File: src/rtl/qat_pkg.sv
package qat_pkg;

  // default sizing
  localparam int unsigned BUFFER_BYTES_DEF = 4096;
  localparam int unsigned COUNT_BITS_DEF   = 16;

  // fixed field widths
  localparam int unsigned OFFSET_W = 12;
  localparam int unsigned INDEX_W  = 16;
  localparam int unsigned LIMIT_W  = 16;
  localparam int unsigned CFG_W    = 16;
  localparam int unsigned CFG_IDX_W = 2;

  // special bytes
  localparam logic [7:0] CH_BACKSLASH = 8'h5C;
  localparam logic [7:0] CH_SQUOTE    = 8'h27;
  localparam logic [7:0] CH_DQUOTE    = 8'h22;
  localparam logic [7:0] CH_SPACE     = 8'h20;
  localparam logic [7:0] CH_NUL       = 8'h00;

  typedef enum logic [1:0] {
    QUOTE_SINGLE = 2'd0,
    QUOTE_DOUBLE = 2'd1,
    QUOTE_NONE   = 2'd2
  } qmode_e;

  typedef enum logic [CFG_IDX_W-1:0] {
    CFG_LIMIT_ENABLE  = 2'd0,
    CFG_TOKEN_LIMIT   = 2'd1,
    CFG_INITIAL_COUNT = 2'd2
  } cfg_index_e;

  typedef struct packed {
    logic       escape_pending;
    qmode_e     quote_mode;
    logic       token_open;
    logic       failed;
  } flags_t;

  typedef struct packed {
    logic [7:0] byte_value;
    logic       last_byte;
  } item_t;

  typedef struct packed {
    logic [7:0]          out_byte;
    logic                token_done;
    logic [OFFSET_W-1:0] token_offset;
    logic [INDEX_W-1:0]  token_index;
    logic                overflow_error;
    logic                end_of_buffer;
  } result_t;

endpackage

File: src/rtl/quoted_argument_tokenizer_unit.sv
// Command-line tokenizer: takes one buffer byte per beat and returns one result beat per
// byte, with the byte rewritten (unquoted separators zeroed, quoted zeros made spaces) and,
// when a non-empty token closes, its start offset and table slot. A byte is accepted in
// every cycle while in_stall_o is low; the parse-state update (escape, quote mode, open
// token, position, count) sets that rate. A two-beat output buffer lets input keep
// flowing for one beat while the output is stalled. The byte after a last_byte starts a
// new buffer and reloads the count from initial_count. The user must write configuration
// through cfg_we_i/cfg_index_i/cfg_wdata_i only while idle; the block does not check it.
module quoted_argument_tokenizer_unit #(
  parameter int unsigned BUFFER_BYTES = qat_pkg::BUFFER_BYTES_DEF,
  parameter int unsigned COUNT_BITS   = qat_pkg::COUNT_BITS_DEF
) (
  input  logic                            clk_i,
  input  logic                            rst_ni,
  input  logic                            cfg_we_i,
  input  logic [qat_pkg::CFG_IDX_W-1:0]   cfg_index_i,
  input  logic [qat_pkg::CFG_W-1:0]       cfg_wdata_i,
  input  logic                            in_valid_i,
  output logic                            in_stall_o,
  input  qat_pkg::item_t                  in_data_i,
  output logic                            out_valid_o,
  input  logic                            out_stall_i,
  output qat_pkg::result_t                out_data_o
);

  localparam int unsigned POS_BITS = $clog2(BUFFER_BYTES);

  // configuration registers
  logic                          limit_enable_q;
  logic [qat_pkg::LIMIT_W-1:0]   token_limit_q;
  logic [qat_pkg::CFG_W-1:0]     initial_count_q;

  // parse state
  qat_pkg::flags_t               flags_q, flags_d;
  logic                          at_start_q;
  logic [POS_BITS-1:0]           position_q, position_d;
  logic [POS_BITS-1:0]           token_begin_q, token_begin_d;
  logic [COUNT_BITS-1:0]         token_count_q, token_count_d;

  qat_pkg::result_t              result;
  logic                          in_accept;

  assign in_accept = in_valid_i && !in_stall_o;

  always_ff @(posedge clk_i or negedge rst_ni) begin
    if (!rst_ni) begin
      limit_enable_q  <= 1'b0;
      token_limit_q   <= '0;
      initial_count_q <= '0;
    end else if (cfg_we_i) begin
      case (cfg_index_i)
        qat_pkg::CFG_LIMIT_ENABLE:  limit_enable_q  <= cfg_wdata_i[0];
        qat_pkg::CFG_TOKEN_LIMIT:   token_limit_q   <= cfg_wdata_i[qat_pkg::LIMIT_W-1:0];
        qat_pkg::CFG_INITIAL_COUNT: initial_count_q <= cfg_wdata_i;
        default: ;  // unmapped index, dropped
      endcase
    end
  end

  // per-byte state update
  qat_step #(
    .BUFFER_BYTES (BUFFER_BYTES),
    .COUNT_BITS   (COUNT_BITS)
  ) u_step (
    .item_i          (in_data_i),
    .at_start_i      (at_start_q),
    .flags_i         (flags_q),
    .position_i      (position_q),
    .token_begin_i   (token_begin_q),
    .token_count_i   (token_count_q),
    .limit_enable_i  (limit_enable_q),
    .token_limit_i   (token_limit_q),
    .initial_count_i (initial_count_q),
    .flags_o         (flags_d),
    .position_o      (position_d),
    .token_begin_o   (token_begin_d),
    .token_count_o   (token_count_d),
    .result_o        (result)
  );

  always_ff @(posedge clk_i or negedge rst_ni) begin
    if (!rst_ni) begin
      flags_q       <= '{escape_pending: 1'b0, quote_mode: qat_pkg::QUOTE_NONE,
                         token_open: 1'b0, failed: 1'b0};
      at_start_q    <= 1'b1;
      position_q    <= '0;
      token_begin_q <= '0;
      token_count_q <= '0;
    end else if (in_accept) begin
      flags_q       <= flags_d;
      at_start_q    <= in_data_i.last_byte;
      position_q    <= position_d;
      token_begin_q <= token_begin_d;
      token_count_q <= token_count_d;
    end
  end

  // result register with one spare beat
  qat_skid u_skid (
    .clk_i       (clk_i),
    .rst_ni      (rst_ni),
    .in_valid_i  (in_valid_i),
    .in_stall_o  (in_stall_o),
    .in_data_i   (result),
    .out_valid_o (out_valid_o),
    .out_stall_i (out_stall_i),
    .out_data_o  (out_data_o)
  );

  // a closed token never coincides with a failed parse
  assert property (@(posedge clk_i) disable iff (!rst_ni)
    out_valid_o && out_data_o.token_done |-> !out_data_o.overflow_error)
    else $error("token close reported together with overflow");

  // offset and slot stay zero without a close
  assert property (@(posedge clk_i) disable iff (!rst_ni)
    out_valid_o && !out_data_o.token_done |->
      out_data_o.token_offset == '0 && out_data_o.token_index == '0)
    else $error("stale token fields on a beat with no close");

  // failure is sticky within a buffer
  assert property (@(posedge clk_i) disable iff (!rst_ni)
    in_accept && flags_q.failed && !at_start_q |=> flags_q.failed)
    else $error("failure flag dropped inside a buffer");

  // the beat after a last byte starts a new buffer
  assert property (@(posedge clk_i) disable iff (!rst_ni)
    in_accept && in_data_i.last_byte |=> at_start_q)
    else $error("buffer start not armed after last byte");

  // with nothing buffered at the output the input side is open
  assert property (@(posedge clk_i) disable iff (!rst_ni)
    !out_valid_o |-> !in_stall_o)
    else $error("input stalled with an empty output buffer");

endmodule

File: src/rtl/qat_step.sv
module qat_step #(
  parameter int unsigned BUFFER_BYTES = qat_pkg::BUFFER_BYTES_DEF,
  parameter int unsigned COUNT_BITS   = qat_pkg::COUNT_BITS_DEF,
  localparam int unsigned POS_BITS    = $clog2(BUFFER_BYTES),
  localparam int unsigned CMP_W       =
    (COUNT_BITS > qat_pkg::LIMIT_W) ? COUNT_BITS : qat_pkg::LIMIT_W
) (
  input  qat_pkg::item_t                item_i,
  input  logic                          at_start_i,
  input  qat_pkg::flags_t               flags_i,
  input  logic [POS_BITS-1:0]           position_i,
  input  logic [POS_BITS-1:0]           token_begin_i,
  input  logic [COUNT_BITS-1:0]         token_count_i,
  input  logic                          limit_enable_i,
  input  logic [qat_pkg::LIMIT_W-1:0]   token_limit_i,
  input  logic [qat_pkg::CFG_W-1:0]     initial_count_i,
  output qat_pkg::flags_t               flags_o,
  output logic [POS_BITS-1:0]           position_o,
  output logic [POS_BITS-1:0]           token_begin_o,
  output logic [COUNT_BITS-1:0]         token_count_o,
  output qat_pkg::result_t              result_o
);

  localparam logic [POS_BITS-1:0] LAST_POS = POS_BITS'(BUFFER_BYTES - 1);

  always_comb begin
    logic                  esc;
    logic                  opn;
    logic                  fl;
    qat_pkg::qmode_e       qm;
    logic [POS_BITS-1:0]   pos;
    logic [POS_BITS-1:0]   tbeg;
    logic [POS_BITS-1:0]   np;
    logic [COUNT_BITS-1:0] cnt;
    logic [7:0]            b;
    logic                  done;
    logic [POS_BITS-1:0]   doff;
    logic [COUNT_BITS-1:0] didx;
    logic                  full;

    esc  = flags_i.escape_pending;
    qm   = flags_i.quote_mode;
    opn  = flags_i.token_open;
    fl   = flags_i.failed;
    pos  = position_i;
    tbeg = token_begin_i;
    cnt  = token_count_i;
    // a new buffer starts from clean parse state
    if (at_start_i) begin
      esc  = 1'b0;
      qm   = qat_pkg::QUOTE_NONE;
      opn  = 1'b0;
      fl   = 1'b0;
      pos  = '0;
      tbeg = '0;
      cnt  = COUNT_BITS'(initial_count_i);
    end

    np   = (pos == LAST_POS) ? '0 : pos + 1'b1;
    full = limit_enable_i && (CMP_W'(cnt) >= CMP_W'(token_limit_i));
    b    = item_i.byte_value;
    done = 1'b0;
    doff = '0;
    didx = '0;

    if (!fl) begin
      if (esc) begin
        esc = 1'b0;
        opn = 1'b1;
      end else if (b == qat_pkg::CH_BACKSLASH) begin
        esc = 1'b1;
        opn = 1'b1;
      end else if (b == qat_pkg::CH_SQUOTE && qm != qat_pkg::QUOTE_DOUBLE) begin
        qm  = (qm == qat_pkg::QUOTE_SINGLE) ? qat_pkg::QUOTE_NONE : qat_pkg::QUOTE_SINGLE;
        opn = 1'b1;
      end else if (b == qat_pkg::CH_DQUOTE && qm != qat_pkg::QUOTE_SINGLE) begin
        qm  = (qm == qat_pkg::QUOTE_DOUBLE) ? qat_pkg::QUOTE_NONE : qat_pkg::QUOTE_DOUBLE;
        opn = 1'b1;
      end else if (qm == qat_pkg::QUOTE_NONE) begin
        if (b == qat_pkg::CH_SPACE || b == qat_pkg::CH_NUL) begin
          b = qat_pkg::CH_NUL;
          // separator close
          if (opn && full) begin
            fl = 1'b1;
          end else begin
            if (opn) begin
              done = 1'b1;
              doff = tbeg;
              didx = cnt;
              if (cnt != '1) cnt = cnt + 1'b1;
            end
            opn  = 1'b0;
            tbeg = np;
          end
        end else begin
          opn = 1'b1;
        end
      end else begin
        if (b == qat_pkg::CH_NUL) b = qat_pkg::CH_SPACE;
        opn = 1'b1;
      end

      // implied terminator after the last byte
      if (item_i.last_byte && !fl && !esc && qm == qat_pkg::QUOTE_NONE) begin
        if (opn && full) begin
          fl = 1'b1;
        end else begin
          if (opn) begin
            done = 1'b1;
            doff = tbeg;
            didx = cnt;
            if (cnt != '1) cnt = cnt + 1'b1;
          end
          opn  = 1'b0;
          tbeg = '0;
        end
      end
    end

    flags_o.escape_pending  = esc;
    flags_o.quote_mode      = qm;
    flags_o.token_open      = opn;
    flags_o.failed          = fl;
    position_o              = np;
    token_begin_o           = tbeg;
    token_count_o           = cnt;
    result_o.out_byte       = b;
    result_o.token_done     = done;
    result_o.token_offset   = qat_pkg::OFFSET_W'(doff);
    result_o.token_index    = qat_pkg::INDEX_W'(didx);
    result_o.overflow_error = fl;
    result_o.end_of_buffer  = item_i.last_byte;
  end

endmodule

File: src/rtl/qat_skid.sv
module qat_skid (
  input  logic             clk_i,
  input  logic             rst_ni,
  input  logic             in_valid_i,
  output logic             in_stall_o,
  input  qat_pkg::result_t in_data_i,
  output logic             out_valid_o,
  input  logic             out_stall_i,
  output qat_pkg::result_t out_data_o
);

  logic             main_valid_q, main_valid_d;
  logic             skid_valid_q, skid_valid_d;
  qat_pkg::result_t main_q, main_d;
  qat_pkg::result_t skid_q, skid_d;
  logic             accept;
  logic             drain;

  assign in_stall_o  = skid_valid_q;
  assign accept      = in_valid_i && !skid_valid_q;
  assign drain       = !main_valid_q || !out_stall_i;
  assign out_valid_o = main_valid_q;
  assign out_data_o  = main_q;

  always_comb begin
    main_valid_d = main_valid_q;
    skid_valid_d = skid_valid_q;
    main_d       = main_q;
    skid_d       = skid_q;
    if (drain) begin
      if (skid_valid_q) begin
        main_d       = skid_q;
        main_valid_d = 1'b1;
        skid_valid_d = 1'b0;
      end else begin
        main_d       = in_data_i;
        main_valid_d = accept;
      end
    end else if (accept) begin
      skid_d       = in_data_i;
      skid_valid_d = 1'b1;
    end
  end

  always_ff @(posedge clk_i or negedge rst_ni) begin
    if (!rst_ni) begin
      main_valid_q <= 1'b0;
      skid_valid_q <= 1'b0;
    end else begin
      main_valid_q <= main_valid_d;
      skid_valid_q <= skid_valid_d;
    end
  end

  always_ff @(posedge clk_i) begin
    main_q <= main_d;
    skid_q <= skid_d;
  end

endmodule
File: config.mk
export PLATFORM = sky130hd
export DESIGN_NAME = quoted_argument_tokenizer_unit
export DESIGN_NICKNAME = d
export VERILOG_FILES = /design/src/rtl/qat_pkg.sv /design/src/rtl/quoted_argument_tokenizer_unit.sv /design/src/rtl/qat_step.sv /design/src/rtl/qat_skid.sv
export SDC_FILE = /design/constraint.sdc
export NUM_CORES = 1
export LEC_CHECK = 0
export ABC_AREA = 0
export CAP_MARGIN = 40
export CORE_ASPECT_RATIO = 1.25
export CORE_MARGIN = 4
export CORE_UTILIZATION = 50
export DETAILED_ROUTE_END_ITERATION = 16
export DONT_BUFFER_PORTS = 1
export PLACE_DENSITY = 0.66
export SYNTH_ARGS = -nofsm -noshare
export SYNTH_HDL_FRONTEND = slang
export SYNTH_SLANG_ARGS = --single-unit
File: constraint.sdc
create_clock -name clk_i -period 12.75 [get_ports clk_i]
set_input_delay 2.55 -clock clk_i [delete_from_list [all_inputs] [get_ports clk_i]]
set_output_delay 2.55 -clock clk_i [all_outputs]
set_load 0.02 [all_outputs]
==> impl_metrics.toml, run 1 <==
[drt]
vias = 6435
wl_um = 22300
drc = 0
met3_length_um = 1060
wl_met1_um = 9530
wl_met2_um = 11300
postRouteAntennaNets = 0
wl_per_cell_um = 21.3
drtIter0Drc = 617
viasPerCell = 6.15
first_pass_iters = 5
top_layer = "met4"

[timing]
worstMarginPinSlew_ns = 0.904
setup_violations = 0
hold_viol_final = 0
fin_tns_setup_ns = 0
maxSlewHeadroom_pct = 39.2
fin_crit_sh_pct = 46.5
fin_skew_ns = 0.0187
slew_viol_final = 0
fmax_ghz = 0.169
rsz0062_at_grt = "no"
fin_crit_ns = 5.93

[final_layout]
fillCellCount = 1523
diodes = 0
final_common_cell = "nand2_1"
multiInputGateArea_um2 = 4150
seqCellArea_um2 = 4370
area_growth_pct = 8.00
drive_gt1_share_pct = 18.5
nets = 859
most-common-layout-cells = "95 x nand2_1, 78 x dfrtp_1, 78 x edfxtp_1, 73 x mux2_2, 52 x nor2_1"
post-route-util_pct = 55.1

[yosys]
yosys_warnings = 0
synth_seq_area_share_pct = 49.2
synthesis.nets = 883
yosysTopAreaCellShare_pct = 26.4
synth_top_cell_by_area = "edfxtp_1"
avgSynthCellArea_um2 = 10.7
synth_flop_cell = "dfrtp_1"
ys_ff_latch = 159
async_flop_share_pct = 50.9
syn-instance-count = 833
synth_area_leaders = "edfxtp_1 26%, dfrtp_1 22%, mux2_2 9.2%"
syn_area_um2 = 8890
synth-edff-count = 78
yosysUniqueCellTypes = 85

[cts]
cts_root_buffer = "clkbuf_16"
clk_pin_slew_worst_paths_ns = 0.08
cts_resized = 0
clk_path_buf_depth = 2
h-tree-depth = 4
clock_latency_ns = 0.44
cts_tree = "yes"
cts_sinks = 159
cts_buffers = 17
post_cts_buffers = 0
cts-hold-fix-buffers = 0

[setup_path]
worstPathCellList = "or4_1, o31ai_1, o211ai_1, nor4_2, nand3_1, a21o_2, or4_1, or4_4, a311oi_1"
worstSetupStartpointType = "input pin"
cp_common_cell = "or4_1"
worstSetupPathType = "input pin to flip-flop"
r2r-end = "token_count_q[11]$_DFFE_PN0P_"
path_delay_family = "simple AND/OR/NAND/NOR gates"
r2r_slack_ns = 7.19
worst-endpoint-arrival_ns = 6.25
r2r-start = "at_start_q$_DFFE_PN1P_"
path_buf_inv = 0
endpoint = "token_count_q[11]$_DFFE_PN0P_"
rr_worst_depth = 13
worstSetupEndpointType = "flip-flop"
critPathSlowestCell = "or4_1"
cp-startpoint = "in_data_i[4]"
cp_max_fo = 11
cp_slowest_stage_delay_ns = 0.57
critical_path_depth = 9
worstPathRequired_ns = 13.07

[pwr]
powerDensity_nw_per_um2 = 170
ir_drop_mv = 0.0849
leakage_nw = 3.62

[floorplan]
die_h_um = 157
dieArea_um2 = 20000
die_width_um = 127
pin_count = 73
start_util_pct = 51.0
fp.coreArea_um2 = 17400
rows = 54

[global_route]
grt_max_degree = 82
grt_overflow_total = 0
grt_use_total_pct = 23.1
antenna_found_initial = 0
grt_pass1_vias = 6394
grt_pass1_wl_um = 36100

[placement]
portBuffers = 0
hpwlAfterDp_um = 16400
gp_congestion = 0.907

[status]
outcome = "complete, no violations"

[worst_hold_path]
hold_path.class = "flip-flop to flip-flop"

[flow_run]
drv_cap = 0
cell type report:
cell class                 count  share of cell area, %
clock inverter                14                   1.56
tap                          224                   2.92
inverter                      32                   1.25
multi-input combinational    589                   43.2
clock buffer                  18                   4.47
timing repair buffer          10                   1.04
sequential                   159                   45.6
kinds of logic after synthesis:
| kind of cell | share of synthesized area (%) |
|---|---|
| and+or+nand+nor | 18.0 |
| DFF | 49.2 |
| buffers and inverters | 4.28 |
| adders and majority gates | 2.53 |
| AOI/OAI and AO/OA | 13.3 |
| xor gates and xnor gates | 1.77 |
| muxes | 10.9 |
how the worst min path moves through the flow:
stage	startpoint	to	slack (ns)	cells past startpoint
final	token_begin_q[6]$_DFFE_PN0P_	token_begin_q[6]$_DFFE_PN0P_	0.48	2
after global routing	token_begin_q[1]$_DFFE_PN0P_	token_begin_q[1]$_DFFE_PN0P_	0.51	1
after CTS	token_begin_q[6]$_DFFE_PN0P_	token_begin_q[6]$_DFFE_PN0P_	0.49	2
after detailed placement	token_begin_q[6]$_DFFE_PN0P_	token_begin_q[6]$_DFFE_PN0P_	0.47	2
after global placement	token_begin_q[9]$_DFFE_PN0P_	token_begin_q[9]$_DFFE_PN0P_	0.46	2
after floorplan	token_begin_q[6]$_DFFE_PN0P_	token_begin_q[6]$_DFFE_PN0P_	0.43	2
registers in the layout (all words and copies together) (netlist names):
| register | count |
|---|---|
| token_count_q | 16 |
| u_skid.out_valid_o | 1 |
| u_skid.in_stall_o | 1 |
| u_skid.out_data_o | 39 |
| initial_count_q | 16 |
| at_start_q | 1 |
| token_limit_q | 16 |
| position_q | 12 |
| limit_enable_q | 1 |
| flags_q | 5 |
| u_skid.skid_q | 39 |
| token_begin_q | 12 |
Yosys cell counts (6+ instances only):
| cell type | n |
|---|---|
| nand2_1 | 96 |
| dfrtp_1 | 79 |
| edfxtp_1 | 78 |
| mux2_2 | 73 |
| nor2_1 | 53 |
| o21ai_0 | 40 |
| clkbuf_1 | 38 |
| inv_1 | 32 |
| nor3_1 | 28 |
| a21oi_1 | 24 |
| o31ai_1 | 24 |
| nand3_1 | 22 |
| ha_1 | 18 |
| xnor2_1 | 17 |
| mux2i_1 | 15 |
| nand4_1 | 13 |
| o22ai_1 | 12 |
| and2_1 | 9 |
| a22o_1 | 8 |
| nor2b_1 | 8 |
| a22oi_1 | 7 |
| a31oi_1 | 7 |
| and3_1 | 7 |
| or2_2 | 7 |
| and4_1 | 6 |
| nand4b_1 | 6 |
metrics by stage:
step | instance area [um2] | hold WS (ns) | cells | worst slack (ns) | power (W)
detailed placement | 9020 | 0.469 | 1014 | 6.52 | 0.00114
floorplan | 8890 | 0.435 | 833 | 7.09 | 0.00101
finish | 9600 | 0.482 | 1046 | 6.82 | 0.00163
CTS | 9600 | 0.485 | 1046 | 6.84 | 0.00164
global route | 9600 | 0.513 | 1046 | 6.58 | 0.00173
global placement | 8970 | 0.456 | 1011 | 6.62 | 0.00112
report_power, final:
part           switching (W)  leakage (nW)  internal, W
sequential         0.0000981          1.79     0.000626
clock               0.000226         0.270     0.000275
combinational       0.000254          1.56     0.000156
total               0.000578          3.62      0.00106
tightest hold or removal path: cells and delay by family (launching register included):
| family | cells | cell delay (ns) |
|---|---|---|
| AO/OA/AOI/OAI | 1 | 0.05 |
| flip-flops | 1 | 0.35 |
| AND/OR/NAND/NOR | 1 | 0.05 |
metal layers:
layer	GRT usage, %	vias up
met1	30.2	3179
met3	4.79	33
li1	-	3040
met4	6.34	0
met2	39.3	183
met5	0	-
(Power assumes the default switching activity.)
==> run 2, diff against run 1 <==
ABC_AREA = 1   (was 0)
PLACE_DENSITY = 0.69   (was 0.66)
clock period = 5.05 ns   (was 12.75 ns; I/O delays follow)
==> run 2 against run 1 <==
Effect of this change: die area is 6.1% higher; clock skew decreased by 0.013 ns; utilization decreased by 0.32 points; via count increased by 20%; combinational power rose to 2.8 times the previous value; worst hold slack got worse by 0.21 ns; clock-buffer cell count decreased by 1; worst setup slack got worse by 6.2 ns; clock power rose to 2.5 times the previous value; highest routed layer unchanged.
==> impl_metrics.toml, run 2 <==
[status]
outcome = "complete, no violations"

[timing]
worstMarginPinSlew_ns = 0.896
hold_viol_final = 0
fin_crit_sh_pct = 88.1
fin_hold_ws_ns = 0.275
setup_violations = 0
rsz0062_at_grt = "no"
fin_tns_setup_ns = 0
slew_viol_final = 0
fin_skew_ns = 0.00524
fmax_ghz = 0.225
maxSlewHeadroom_pct = 40.1
fin_crit_ns = 4.45

[flow_run]
drv_cap = 0

[yosys]
avgSynthCellArea_um2 = 7.91
synth-edff-count = 78
yosysMostFrequentCell = "nand2_1"
synth_top_cell_by_area = "edfxtp_1"
synthesis.nets = 1247
yosysUniqueCellTypes = 54
yosysTopAreaCellShare_pct = 24.8
ys_ff_latch = 159
synth_seq_area_share_pct = 46.2
yosys_warnings = 0
synth_area_leaders = "edfxtp_1 25%, dfrtp_1 21%, nand2_1 15%"
synth_flop_cell = "dfrtp_1"
synth_common_cells = "387 x nand2_1, 143 x inv_1, 93 x o21ai_0"
async_flop_share_pct = 50.9
syn_area_um2 = 9460
syn-instance-count = 1197

[pwr]
p_clk_share_pct = 30.3
powerDensity_nw_per_um2 = 408
power_frac_comb_pct = 27.1
ir_drop_mv = 0.247
leakage_nw = 4.65
p_int_w = 0.00262
sequentialPowerShare_pct = 42.6
power_switching_w = 0.00155
switching_share_pct = 37.2
power_w = 0.00417

[setup_path]
worstPathRequired_ns = 5.37
worstSetupPathType = "flip-flop to flip-flop"
rr_worst_depth = 23
cp_max_fo = 27
worstSetupStartpointType = "flip-flop"
r2r-end = "token_count_q[10]$_DFFE_PN0P_"
r2r-start = "at_start_q$_DFFE_PN1P_"
worst-endpoint-arrival_ns = 4.77
worstSetupEndpointType = "flip-flop"
r2r_slack_ns = 0.60

[cts]
cts_tree = "yes"
clk_pin_slew_worst_paths_ns = 0.07
clk_path_buf_depth = 2
clock_latency_ns = 0.43
cts_root_buffer = "clkbuf_16"
cts-hold-fix-buffers = 0
cts_resized = 0
cts_buffers = 17
h-tree-depth = 4
cts_sinks = 159
post_cts_buffers = 0

[floorplan]
die_h_um = 162
die_width_um = 131
rows = 56
start_util_pct = 50.6
dieArea_um2 = 21200
fp.coreArea_um2 = 18700
pin_count = 73

[drt]
first_pass_iters = 5
vias = 7697
wl_um = 22400
viasPerCell = 5.41
wl_per_cell_um = 15.7
drtIter0Drc = 578
postRouteAntennaNets = 0
drc = 0

[final_layout]
seqCellArea_um2 = 4370
drive_gt1_share_pct = 12.7
nets = 1228
final_common_cell = "nand2_1"
fillCellCount = 1762
finalInstanceArea_um2 = 10200
diodes = 0
multiInputGateArea_um2 = 4210
area_growth_pct = 8.22
most-common-layout-cells = "386 x nand2_1, 143 x inv_1, 93 x o21ai_0, 79 x dfrtp_1, 78 x edfxtp_1"

[global_route]
grt_pass1_vias = 7151
grt_max_degree = 82
grt_pass1_wl_um = 36800
antenna_found_initial = 0
grt_overflow_total = 0
grt_use_total_pct = 21.9

[placement]
portBuffers = 0
hpwlAfterDp_um = 16700
gp_congestion = 0.914
place_area_um2 = 9660

[worst_hold_path]
hold_path.class = "input pin to asynchronous set/reset pin"
-- run 2: cell types whose count changed in the layout (fill, tap and decap cells not counted), moves of 16 or more --
cell	previous run	this run
nand3_1	22	61
nand2_1	95	386
mux2_2	73	0
o21ai_0	40	93
inv_1	32	143
nand4_1	13	29
xnor2_1	17	1
o31ai_1	24	2
nor2_1	52	75
inv_2	0	17
nor3_1	28	11
-- run 2: critical path, stage by stage, from the launching register on --
cell and delay, ns:
dfstp_2 0.82, inv_8 0.17, nand2_1 0.11, nand2_1 0.15
inv_1 0.17, ha_1 0.28, a21oi_1 0.14, o21ai_0 0.11
a21oi_1 0.20, nand2_1 0.10, nand3_1 0.07, buf_4 0.20
nand3_2 0.29, nand2_1 0.17, nand2_2 0.09, nor2_4 0.30
buf_4 0.35, nand2_1 0.15, nor3_4 0.16, nand2_2 0.07
nand2_1 0.06, nand2_1 0.05, nand2_1 0.05, nand2_1 0.05
-- run 2: worst max-delay path by stage --
stage	start	end	slack [ns]	cells past startpoint
floorplan	out_stall_i	u_skid.skid_q[0]$_DFFE_PP_	0.93	2
global placement	at_start_q$_DFFE_PN1P_	token_count_q[10]$_DFFE_PN0P_	0.75	23
detailed placement	at_start_q$_DFFE_PN1P_	token_count_q[10]$_DFFE_PN0P_	0.66	23
CTS	at_start_q$_DFFE_PN1P_	token_count_q[10]$_DFFE_PN0P_	0.65	23
global route	at_start_q$_DFFE_PN1P_	token_count_q[10]$_DFFE_PN0P_	0.25	23
finish	at_start_q$_DFFE_PN1P_	token_count_q[10]$_DFFE_PN0P_	0.60	23
-- run 2: cell families after synthesis --
| kind of cell | synth area share [%] |
|---|---|
| adders and majority gates | 2.38 |
| xor gates and xnor gates | 0.648 |
| DFF | 46.2 |
| buffers and inverters | 9.49 |
| AOI/OAI and AO/OA | 10.7 |
| and+or+nand+nor | 30.6 |
-- run 2: final cells by class --
cell class	instances	area share, %
clock inverter	15	1.50
clock buffer	17	4.15
tap	232	2.83
timing repair buffer	13	1.69
inverter	163	6.05
sequential	159	42.7
multi-input combinational	824	41.1
-- run 2: power groups by stage --
stage	logic, W	clock network [W]	registers, W
3_5_place_dp	0.00112	0	0.00180
3_3_place_gp	0.00109	0	0.00180
6_report	0.00113	0.00126	0.00178
5_1_grt	0.00129	0.00134	0.00180
4_1_cts	0.00113	0.00128	0.00178
2_1_floorplan	0.000892	0	0.00175
-- run 2: layer usage --
layer  vias up  GRT usage [%]  routed length, um
met5         -              0                  0
met4         0           8.14                574
met3        42           3.82               1160
met2       235           33.9              10200
met1      3586           30.7              10500
li1       3834              -                  -
-- run 2: through the flow --
| step | cells | utilization [%] | setup WS, ns |
|---|---|---|---|
| CTS | 1423 | 54.7 | 0.655 |
| global placement | 1386 | 51.0 | 0.755 |
| finish | 1423 | 54.7 | 0.603 |
| global route | 1423 | 54.7 | 0.250 |
| detailed placement | 1391 | 51.6 | 0.659 |
| floorplan | 1197 | - | 0.929 |
